[config.mk]
export PLATFORM = sky130hd
export DESIGN_NAME = extended_gcd_coefficient_core
export DESIGN_NICKNAME = d
export VERILOG_FILES = /design/src/hdl/egcd_pkg.sv /design/src/hdl/extended_gcd_coefficient_core.sv /design/src/hdl/egcd_ctrl.sv /design/src/hdl/egcd_datapath.sv
export SDC_FILE = /design/constraint.sdc
export NUM_CORES = 1
export LEC_CHECK = 0
export BUFFER_PORTS_ARGS = -buffer_cell sky130_fd_sc_hd__buf_2
export CELL_PAD_IN_SITES_DETAIL_PLACEMENT = 0
export CELL_PAD_IN_SITES_GLOBAL_PLACEMENT = 1
export CORE_MARGIN = 5
export CORE_UTILIZATION = 48
export CTS_BUF_LIST = sky130_fd_sc_hd__clkbuf_2
export DETAILED_ROUTE_END_ITERATION = 8
export GPL_TIMING_DRIVEN = 0
export PLACE_DENSITY = 0.94
export SLEW_MARGIN = 20
export SYNTH_ARGS = -nofsm -noshare
export SYNTH_HDL_FRONTEND = slang
export SYNTH_SLANG_ARGS = --single-unit
[constraint.sdc]
create_clock -name clock -period 21.4 [get_ports clock]
set_input_delay 4.28 -clock clock [delete_from_list [all_inputs] [get_ports clock]]
set_output_delay 4.28 -clock clock [all_outputs]
set_load 0.02 [all_outputs]
[src/hdl/egcd_pkg.sv]
`default_nettype none

package egcd_pkg;

   typedef struct packed {
      logic [62:0] a_value;
      logic [62:0] b_value;
   } req_type;

   typedef struct packed {
      logic        [62:0] gcd_value;
      logic signed [63:0] coeff_b;
   } rsp_type;

   typedef struct packed {
      logic load;
      logic div_init;
      logic div_step;
      logic update;
   } cmd_type;

   typedef struct packed {
      logic r2_zero;
      logic div_last;
   } status_type;

endpackage

`default_nettype wire

[src/hdl/extended_gcd_coefficient_core.sv]
// Extended Euclid core: returns gcd(a, b) and the Bezout coefficient t of b
// (gcd = s*a + t*b), with operands taken from the low WIDTH-1 bits and t
// wrapping at WIDTH bits. One item at a time: start is taken while busy is
// low, and the result appears on rsp_data for exactly one cycle with
// rsp_valid high; the receiver cannot stall, so it must take that beat.
// The strobe follows R Euclid rounds and a final test (R is zero when b is
// zero, at most about 92 at WIDTH = 64); each round is a test state, the
// bit-serial divider, which also builds q*t2 by shift-and-add, and an
// update state. busy falls the cycle after the strobe.
`default_nettype none

module extended_gcd_coefficient_core #(
   parameter int WIDTH = 64
) (
   input  wire                clock,
   input  wire                reset,
   input  wire                start,
   output logic               busy,
   input  egcd_pkg::req_type  req_data,
   output logic               rsp_valid,
   output egcd_pkg::rsp_type  rsp_data
);

   egcd_pkg::cmd_type    cmd;
   egcd_pkg::status_type status;

   egcd_ctrl u_ctrl (
      .clock     (clock),
      .reset     (reset),
      .start     (start),
      .busy      (busy),
      .rsp_valid (rsp_valid),
      .status    (status),
      .cmd       (cmd)
   );

   egcd_datapath #(
      .WIDTH (WIDTH)
   ) u_datapath (
      .clock    (clock),
      .req_data (req_data),
      .cmd      (cmd),
      .status   (status),
      .rsp_data (rsp_data)
   );

endmodule

`default_nettype wire

[src/hdl/egcd_ctrl.sv]
`default_nettype none

module egcd_ctrl (
   input  wire                  clock,
   input  wire                  reset,
   input  wire                  start,
   output logic                 busy,
   output logic                 rsp_valid,
   input  egcd_pkg::status_type status,
   output egcd_pkg::cmd_type    cmd
);

   localparam logic [2:0] ST_IDLE  = 3'd0;
   localparam logic [2:0] ST_CHECK = 3'd1;
   localparam logic [2:0] ST_DIV   = 3'd2;
   localparam logic [2:0] ST_UPD   = 3'd3;
   localparam logic [2:0] ST_DONE  = 3'd4;

   logic [2:0] state_ff;
   logic [2:0] state_in;

   always_comb begin
      state_in = state_ff;
      cmd      = '0;
      unique case (state_ff)
         ST_IDLE: begin
            if (start) begin
               cmd.load = 1'b1;
               state_in = ST_CHECK;
            end
         end
         ST_CHECK: begin
            if (status.r2_zero) begin
               state_in = ST_DONE;
            end else begin
               cmd.div_init = 1'b1;
               state_in     = ST_DIV;
            end
         end
         ST_DIV: begin
            cmd.div_step = 1'b1;
            if (status.div_last) begin
               state_in = ST_UPD;
            end
         end
         ST_UPD: begin
            cmd.update = 1'b1;
            state_in   = ST_CHECK;
         end
         ST_DONE: begin
            state_in = ST_IDLE;
         end
         default: begin
            state_in = ST_IDLE;
         end
      endcase
   end

   always_ff @(posedge clock) begin
      if (reset) begin
         state_ff <= ST_IDLE;
      end else begin
         state_ff <= state_in;
      end
   end

   assign busy      = (state_ff != ST_IDLE);
   assign rsp_valid = (state_ff == ST_DONE);

endmodule

`default_nettype wire

[src/hdl/egcd_datapath.sv]
`default_nettype none

module egcd_datapath #(
   parameter int WIDTH = 64
) (
   input  wire                  clock,
   input  egcd_pkg::req_type    req_data,
   input  egcd_pkg::cmd_type    cmd,
   output egcd_pkg::status_type status,
   output egcd_pkg::rsp_type    rsp_data
);

   localparam int CW = $clog2(WIDTH - 1);

   logic [WIDTH-2:0] r1_ff, r2_ff, rem_ff, dvd_ff;
   logic [WIDTH-2:0] r1_in, r2_in, rem_in, dvd_in;
   logic [WIDTH-1:0] t1_ff, t2_ff, acc_ff;
   logic [WIDTH-1:0] t1_in, t2_in, acc_in;
   logic [CW-1:0]    cnt_ff, cnt_in;
   logic [WIDTH:0]   diff;
   logic             qbit;

   // restoring division, one quotient bit a cycle; q*t2 built Horner-style alongside
   assign diff = {1'b0, rem_ff, dvd_ff[WIDTH-2]} - {2'b00, r2_ff};
   assign qbit = ~diff[WIDTH];

   always_comb begin
      r1_in  = r1_ff;
      r2_in  = r2_ff;
      t1_in  = t1_ff;
      t2_in  = t2_ff;
      rem_in = rem_ff;
      dvd_in = dvd_ff;
      acc_in = acc_ff;
      cnt_in = cnt_ff;
      if (cmd.load) begin
         r1_in = req_data.a_value[WIDTH-2:0];
         r2_in = req_data.b_value[WIDTH-2:0];
         t1_in = '0;
         t2_in = WIDTH'(1);
      end
      if (cmd.div_init) begin
         rem_in = '0;
         dvd_in = r1_ff;
         acc_in = '0;
         cnt_in = '0;
      end
      if (cmd.div_step) begin
         rem_in = qbit ? diff[WIDTH-2:0] : {rem_ff[WIDTH-3:0], dvd_ff[WIDTH-2]};
         dvd_in = {dvd_ff[WIDTH-3:0], 1'b0};
         acc_in = {acc_ff[WIDTH-2:0], 1'b0} + (qbit ? t2_ff : '0);
         cnt_in = cnt_ff + CW'(1);
      end
      if (cmd.update) begin
         r1_in = r2_ff;
         r2_in = rem_ff;
         t1_in = t2_ff;
         t2_in = t1_ff - acc_ff;
      end
   end

   always_ff @(posedge clock) begin
      r1_ff  <= r1_in;
      r2_ff  <= r2_in;
      t1_ff  <= t1_in;
      t2_ff  <= t2_in;
      rem_ff <= rem_in;
      dvd_ff <= dvd_in;
      acc_ff <= acc_in;
      cnt_ff <= cnt_in;
   end

   assign status.r2_zero  = (r2_ff == '0);
   assign status.div_last = (cnt_ff == CW'(WIDTH - 2));

   assign rsp_data.gcd_value = 63'(r1_ff);
   assign rsp_data.coeff_b   = 64'(signed'(t1_ff));

endmodule

`default_nettype wire

==> out/metrics.cfg, run 1 <==
[yosys]
synth_simple_gate_area_share_pct=17.9
synth_edf_count=449
yosysUniqueCellTypes=88
yosysMostFrequentCell=nand2_1
ys_async_sr_fraction_pct=0
yosys.area_share.xor_xnor_pct=4.48
synth.top_cell.area_share_pct=45.2
synth_top_family_by_area=compound AO/OA/AOI/OAI gates
syn_area_um2=29800
muxShareOfSynthArea_pct=0.503
synth_compound_area_share_pct=18.8
seq_area_frac_synth_pct=45.5
syn_inst=3197
syn-num-nets=3519
synthAdderAreaFrac_pct=8.17
ys_top_cells_by_area=edfxtp_1, ha_1, nand2_1
yosysTopAreaCell=edfxtp_1
avgSynthCellArea_um2=9.33
ys.flop_type=edfxtp_1
synth_common_cells=nand2_1, edfxtp_1, a21oi_1, nor2_1, o21ai_0
yosys_warnings=0
ys_ff_latch=453

[floorplanning]
fp.coreArea_um2=61600
die_h_um=259
std_cell_rows=91
die_x_um=259
initial_core_util_pct=48.4
ios=258
die-area_um2=67200

[sta]
finalCritPeriodShare_pct=33.8
worst_pin_slew_ns=1.21
fin_crit_ns=7.23
fin_worst_skew_ns=0.177
final-setup-viol-count=0
grt_setup_unrepaired=false
hold_viol=0
hold_slack_ns=0.473
final.setup.tns_ns=0
max_slew_margin_pct=19.4
max_freq_mhz=138
final_max_slew_viol_count=0

[placement]
place_area_um2=32800
dp.cells=4316
dp_hpwl_mm=70.9
io_buffers=257
gp_congestion=0.949

[clock_tree]
clk_pin_slew_ns=0.10
ctsHtreeMaxLevel=3
tritoncts=done
numCtsBuffers=120
cts_resized=0
ctsHoldBuffers=0
clockRootBuffer=clkbuf_2
post-cts-setup-buffer-count=0
insertion_delay_ns=1.25
clock-sinks=453
clk_path_buf_depth=3

[grt]
grt_first_pass_wirelength_mm=141
grt_pass1_vias=25600
grt_max_degree=25
track_usage_pct=26.5
grt_overflow=0
antenna_found_initial=4

[pwr]
power.density_nw_per_um2=80.3
leakagePower_uw=0.0144
vdd_drop_max_mv=0.0387

[run_status]
outcome=completed

[critical_path]
cp-start-kind=register
reg2reg_slack_ns=14.17
required_ns=22.35
crit_top_cell=buf_2
setup.worst_path.class=register to register
worstPathMaxFanout=10
crit_path_end_kind=register
worstPathArrival_ns=8.18
critPathMaxStageDelay_ns=0.68
crit_slowest_cell=a2111oi_0

[drt]
drt-total-wl_mm=92.6
drt_iter0_drc=2495
drc_errors=0
via_count=26300
vias_per_cell=5.79
drtAntennaViolNets=0
drt-pass1-iter-count=6
wl_per_cell_um=20.4

[final_layout]
drive_gt1_share_pct=14.2
nets=3923
layoutNonFillerInstCount=4534
fin_util_pct=55.1
fin_area_um2=34000
syn_to_final_growth_pct=13.9

[run]
max-cap-violations=0

[min_path]
min_path_type=register to register

logic make-up (layout without fill, tap and decap cells):
group                      count (synthesis)  after routing
and+or+nand+nor                         1155           1155
AOI/OAI and AO/OA                        873            873
DFF                                      453            453
buffers and inverters                    357            854
adders and majority gates                193            193
xor gates and xnor gates                 151            151
muxes                                     15             15
other                                      0              3
registers in the layout, summed over array words and instances (netlist names):
register,flops
u_datapath.acc_ff,64
u_datapath.t1_ff,64
u_datapath.t2_ff,64
u_datapath.dvd_ff,63
u_datapath.r1_ff,63
u_datapath.r2_ff,63
u_datapath.rem_ff,63
u_datapath.cnt_ff,6
u_ctrl.state_ff,3
final timing paths:
check             cells after the start                  from               endpoint
hold / removal                        1  u_datapath.dvd_ff[5]   u_datapath.dvd_ff[6]
setup / recovery                     25   u_datapath.r2_ff[0]  u_datapath.acc_ff[58]
hold reg to reg                       1  u_datapath.dvd_ff[5]   u_datapath.dvd_ff[6]
setup reg to reg                     25   u_datapath.r2_ff[0]  u_datapath.acc_ff[58]
area by class of cell:
cell class | instances | area (um^2)
Antenna cell | 3 | 7.51
Multi-Input combinational cell | 2387 | 14900
Clock buffer | 174 | 871
Buffer | 165 | 657
Inverter | 192 | 721
Tap cell | 837 | 1050
Fill cell | 5604 | 27600
Sequential cell | 453 | 13600
Clock inverter | 41 | 243
Timing Repair Buffer | 282 | 1930
placed cells by master, fill, tap and decap left out, drive strengths merged, types with 15 or more instances in the layout:
| master | netlist | routed |
|---|---|---|
| nor2 | 225 | 225 |
| o21a | 24 | 24 |
| a211oi | 37 | 37 |
| and2 | 140 | 140 |
| nor3 | 40 | 40 |
| clkinv | 0 | 35 |
| ha | 190 | 190 |
| edfxtp | 449 | 449 |
| o21ai | 205 | 205 |
| a21oi | 273 | 273 |
| nand4 | 67 | 67 |
| inv | 192 | 195 |
| a21o | 76 | 76 |
| a31oi | 30 | 30 |
| nor4 | 29 | 29 |
| xor2 | 59 | 59 |
| o21bai | 48 | 48 |
| a22o | 63 | 63 |
| nand2b | 18 | 18 |
| buf | 23 | 305 |
| nand3 | 46 | 46 |
| and3 | 29 | 29 |
| xnor2 | 91 | 91 |
| nor2b | 19 | 19 |
| nand2 | 503 | 503 |
| mux2i | 15 | 15 |
| clkbuf | 142 | 316 |
through the flow:
step                worst slack, ns  total power (uW)
global route                  13.74              2890
CTS                           14.27              2730
finish                        14.17              2730
global placement              -2.17              2110
floorplan                      3.91              1840
detailed placement            14.25              2080
power breakdown:
part	switching (uW)	total [uW]	internal (uW)
combinational	602	950	348
clock	386	642	255
sequential	53.0	1130	1080
critical path, delay by kind of cell, from the launching register on:
family / cells / cell delay [ns]
adders and majority gates: 3 / 0.89
AOI/OAI and AO/OA: 13 / 3.74
and+or+nand+nor: 4 / 0.57
buffers and inverters: 4 / 1.12
DFF: 1 / 0.46
xor gates and xnor gates: 1 / 0.19
routing by layer:
layer  GRT usage (%)  wire (um)  vias to the layer above
met5               0         13                        -
met4            10.8       3550                        2
met3            5.14       8340                      195
met2            41.6      41800                     1162
met1            36.3      38900                    12500
li1                -          -                    12400
Power figures use the tool's default switching activity.
==> run 2: changes to the inputs <==
--- a/config.mk
+++ b/config.mk
@@ -9,11 +9,11 @@
 export CELL_PAD_IN_SITES_DETAIL_PLACEMENT = 0
 export CELL_PAD_IN_SITES_GLOBAL_PLACEMENT = 1
 export CORE_MARGIN = 5
-export CORE_UTILIZATION = 48
+export CORE_UTILIZATION = 44
 export CTS_BUF_LIST = sky130_fd_sc_hd__clkbuf_2
 export DETAILED_ROUTE_END_ITERATION = 8
 export GPL_TIMING_DRIVEN = 0
-export PLACE_DENSITY = 0.94
+export PLACE_DENSITY = 0.91
 export SLEW_MARGIN = 20
 export SYNTH_ARGS = -nofsm -noshare
 export SYNTH_HDL_FRONTEND = slang
==> constraint.sdc (replaced) <==
create_clock -name clock -period 6.55 [get_ports clock]
set_input_delay 1.31 -clock clock [delete_from_list [all_inputs] [get_ports clock]]
set_output_delay 1.31 -clock clock [all_outputs]
set_load 0.02 [all_outputs]
==> out/metrics.cfg, run 2 (synthesis gave the netlist of run 1 again) <==
[critical_path]
required_ns=7.61  ; was 22.35 ns
cp-start-kind=register  ; unchanged
crit_buf_inv=3  ; was 4
path_delay_family=compound AO/OA/AOI/OAI gates  ; unchanged
worstPathArrival_ns=7.36  ; was 8.18 ns
critPathMaxStageDelay_ns=0.51  ; was 0.68 ns
crit_slowest_cell=a221oi_1  ; was a2111oi_0
path_cells=ha_1, fa_1, nor2b_4, o31a_1, a32oi_2, a211oi_2, nor2_2, o21ai_2, a31o_2, buf_2, buf_6, clkbuf_2, and2_1, ha_1, a21o_1, a21o_1, a221oi_1, o211a_2, a31oi_2, a211oi_2, o21ai_1, a221oi_2, xor2_1, nor2_1
crit_path_end_kind=register  ; unchanged
worstPathMaxFanout=10  ; unchanged
setup.worst_path.class=register to register  ; unchanged

[clock_tree]
numCtsBuffers=131  ; was 120
tritoncts=done  ; unchanged
insertion_delay_ns=1.32  ; was 1.25 ns
clockRootBuffer=clkbuf_2  ; unchanged
ctsHtreeMaxLevel=4  ; was 3
clk_pin_slew_ns=0.11  ; was 0.10 ns
clk_path_buf_depth=3  ; unchanged
clock-sinks=453  ; unchanged

[drt]
drc_errors=0  ; unchanged
wl_per_cell_um=20.5  ; was 20.4 um
drt-total-wl_mm=93.9  ; was 92.6 mm
drtAntennaViolNets=0  ; unchanged
via_count=26000  ; was 26300
vias_per_cell=5.67  ; was 5.79
drt-pass1-iter-count=5  ; was 6
drt_iter0_drc=2414  ; was 2495

[placement]
place_ws_ns=-0.875  ; was 14.25 ns
gp_congestion=0.921  ; was 0.949
dp_hpwl_mm=72.0  ; was 70.9 mm
place_area_um2=32800  ; about the same
io_buffers=257  ; unchanged

[floorplanning]
ios=258  ; unchanged
fp.coreArea_um2=67200  ; was 61600 um^2
die-area_um2=73100  ; was 67200 um^2
initial_core_util_pct=44.4  ; was 48.4%
die_x_um=270  ; was 259 um
std_cell_rows=95  ; was 91
die_h_um=270  ; was 259 um

[sta]
max_slew_margin_pct=17.4  ; was 19.4%
fin_worst_skew_ns=0.123  ; was 0.177 ns
finalCritPeriodShare_pct=96.3  ; was 33.8%
hold_slack_ns=0.249  ; was 0.473 ns
setup_ws_ns=0.244  ; was 14.17 ns
fin_crit_ns=6.31  ; was 7.23 ns
final_max_slew_viol_count=0  ; unchanged
hold_viol=0  ; unchanged
final.setup.tns_ns=0  ; unchanged
final-setup-viol-count=0  ; unchanged
max_freq_mhz=159  ; was 138 MHz
worst_pin_slew_ns=1.24  ; was 1.21 ns

[grt]
antenna_found_initial=6  ; was 4
grt_max_degree=26  ; was 25
grt_first_pass_wirelength_mm=143  ; was 141 mm
grt_overflow=0  ; unchanged
grt_pass1_vias=25400  ; was 25600
track_usage_pct=24.7  ; was 26.5%

[final_layout]
fin_area_um2=34200  ; was 34000 um^2
drive_gt1_share_pct=15.4  ; was 14.2%
multi_input_area_um2=15000  ; was 14900 um^2
layout.cells.most_common_list=nand2_1, edfxtp_1, buf_2  ; unchanged
syn_to_final_growth_pct=14.7  ; was 13.9%
final_common_cell=nand2_1  ; unchanged
nFillCells=6285  ; was 5604
largest_registers=u_datapath.acc_ff x64, u_datapath.t1_ff x64, u_datapath.t2_ff x64  ; unchanged
nets=3936  ; was 3923
regArea_um2=13600  ; unchanged

[min_path]
min_path_type=input pin to register  ; was register to register

[pwr]
leakagePower_uw=0.0145  ; was 0.0144 uW
power.density_nw_per_um2=264  ; was 80.3 nW/um^2
vdd_drop_max_mv=0.126  ; was 0.0387 mV

[run]
max-cap-violations=0  ; unchanged

[run_status]
outcome=completed  ; unchanged

## run 2: changes by cell type in the layout (fill, tap and decap cells not counted), sizes merged
cell      previous run  this run
clkbuf             316       326
buf                305       309
bufinv               3         2
clkinvlp             0         6
clkinv              35        31
## run 2: layout make-up
type	count	share of cell area, %
Sequential cell	453	39.7
Timing Repair Buffer	285	5.64
Antenna cell	3	0.0220
Tap cell	873	3.19
Buffer	164	1.95
Clock buffer	186	2.72
Inverter	192	2.11
Multi-Input combinational cell	2387	43.9
Clock inverter	42	0.794
## run 2: where the power goes
| part | internal [uW] | switching, uW | leakage (uW) |
|---|---|---|---|
| combinational | 1150 | 1970 | 0.00918 |
| sequential | 3530 | 177 | 0.00441 |
| clock | 860 | 1340 | 0.000893 |
| total | 5540 | 3490 | 0.0145 |
## run 2: per-layer routing
layer,share of wire (%),wire (um),track usage [%],vias to the layer above
met5,0.026,24,0,-
met4,3.0,2850,8.49,4
met3,7.6,7120,5.37,160
met2,46,43100,39.6,1005
met1,43,40800,33.2,12400
li1,-,-,-,12500
## run 2: what timing repair did
item                                    4_1_cts  5_1_grt
cloned                                        0        0
pin swaps                                     1        6
buffers inserted                              0        4
hold buffers                                  0        0
gates resized for setup                      11       18
endpoints found under the setup margin       26       22
endpoints found under the hold margin         0        0
## run 2: worst paths after layout
kind / start / slack (ns) / endpoint / cells after the start
setup / recovery: u_datapath.r2_ff[0] / 0.24 / u_datapath.acc_ff[59] / 24
hold / removal: reset / 0.25 / u_ctrl.state_ff[1] / 2
setup reg to reg: u_datapath.r2_ff[0] / 0.24 / u_datapath.acc_ff[59] / 24
hold reg to reg: u_datapath.dvd_ff[51] / 0.45 / u_datapath.dvd_ff[52] / 1
## run 2: metrics by stage
stage | power (uW) | util [%] | instances
floorplan | 5890 | - | 3197
detailed placement | 6800 | 48.9 | 4351
finish | 9030 | 50.9 | 4585
global route | 9560 | 50.9 | 4585
global placement | 6730 | 48.0 | 4327
CTS | 9010 | 50.8 | 4579
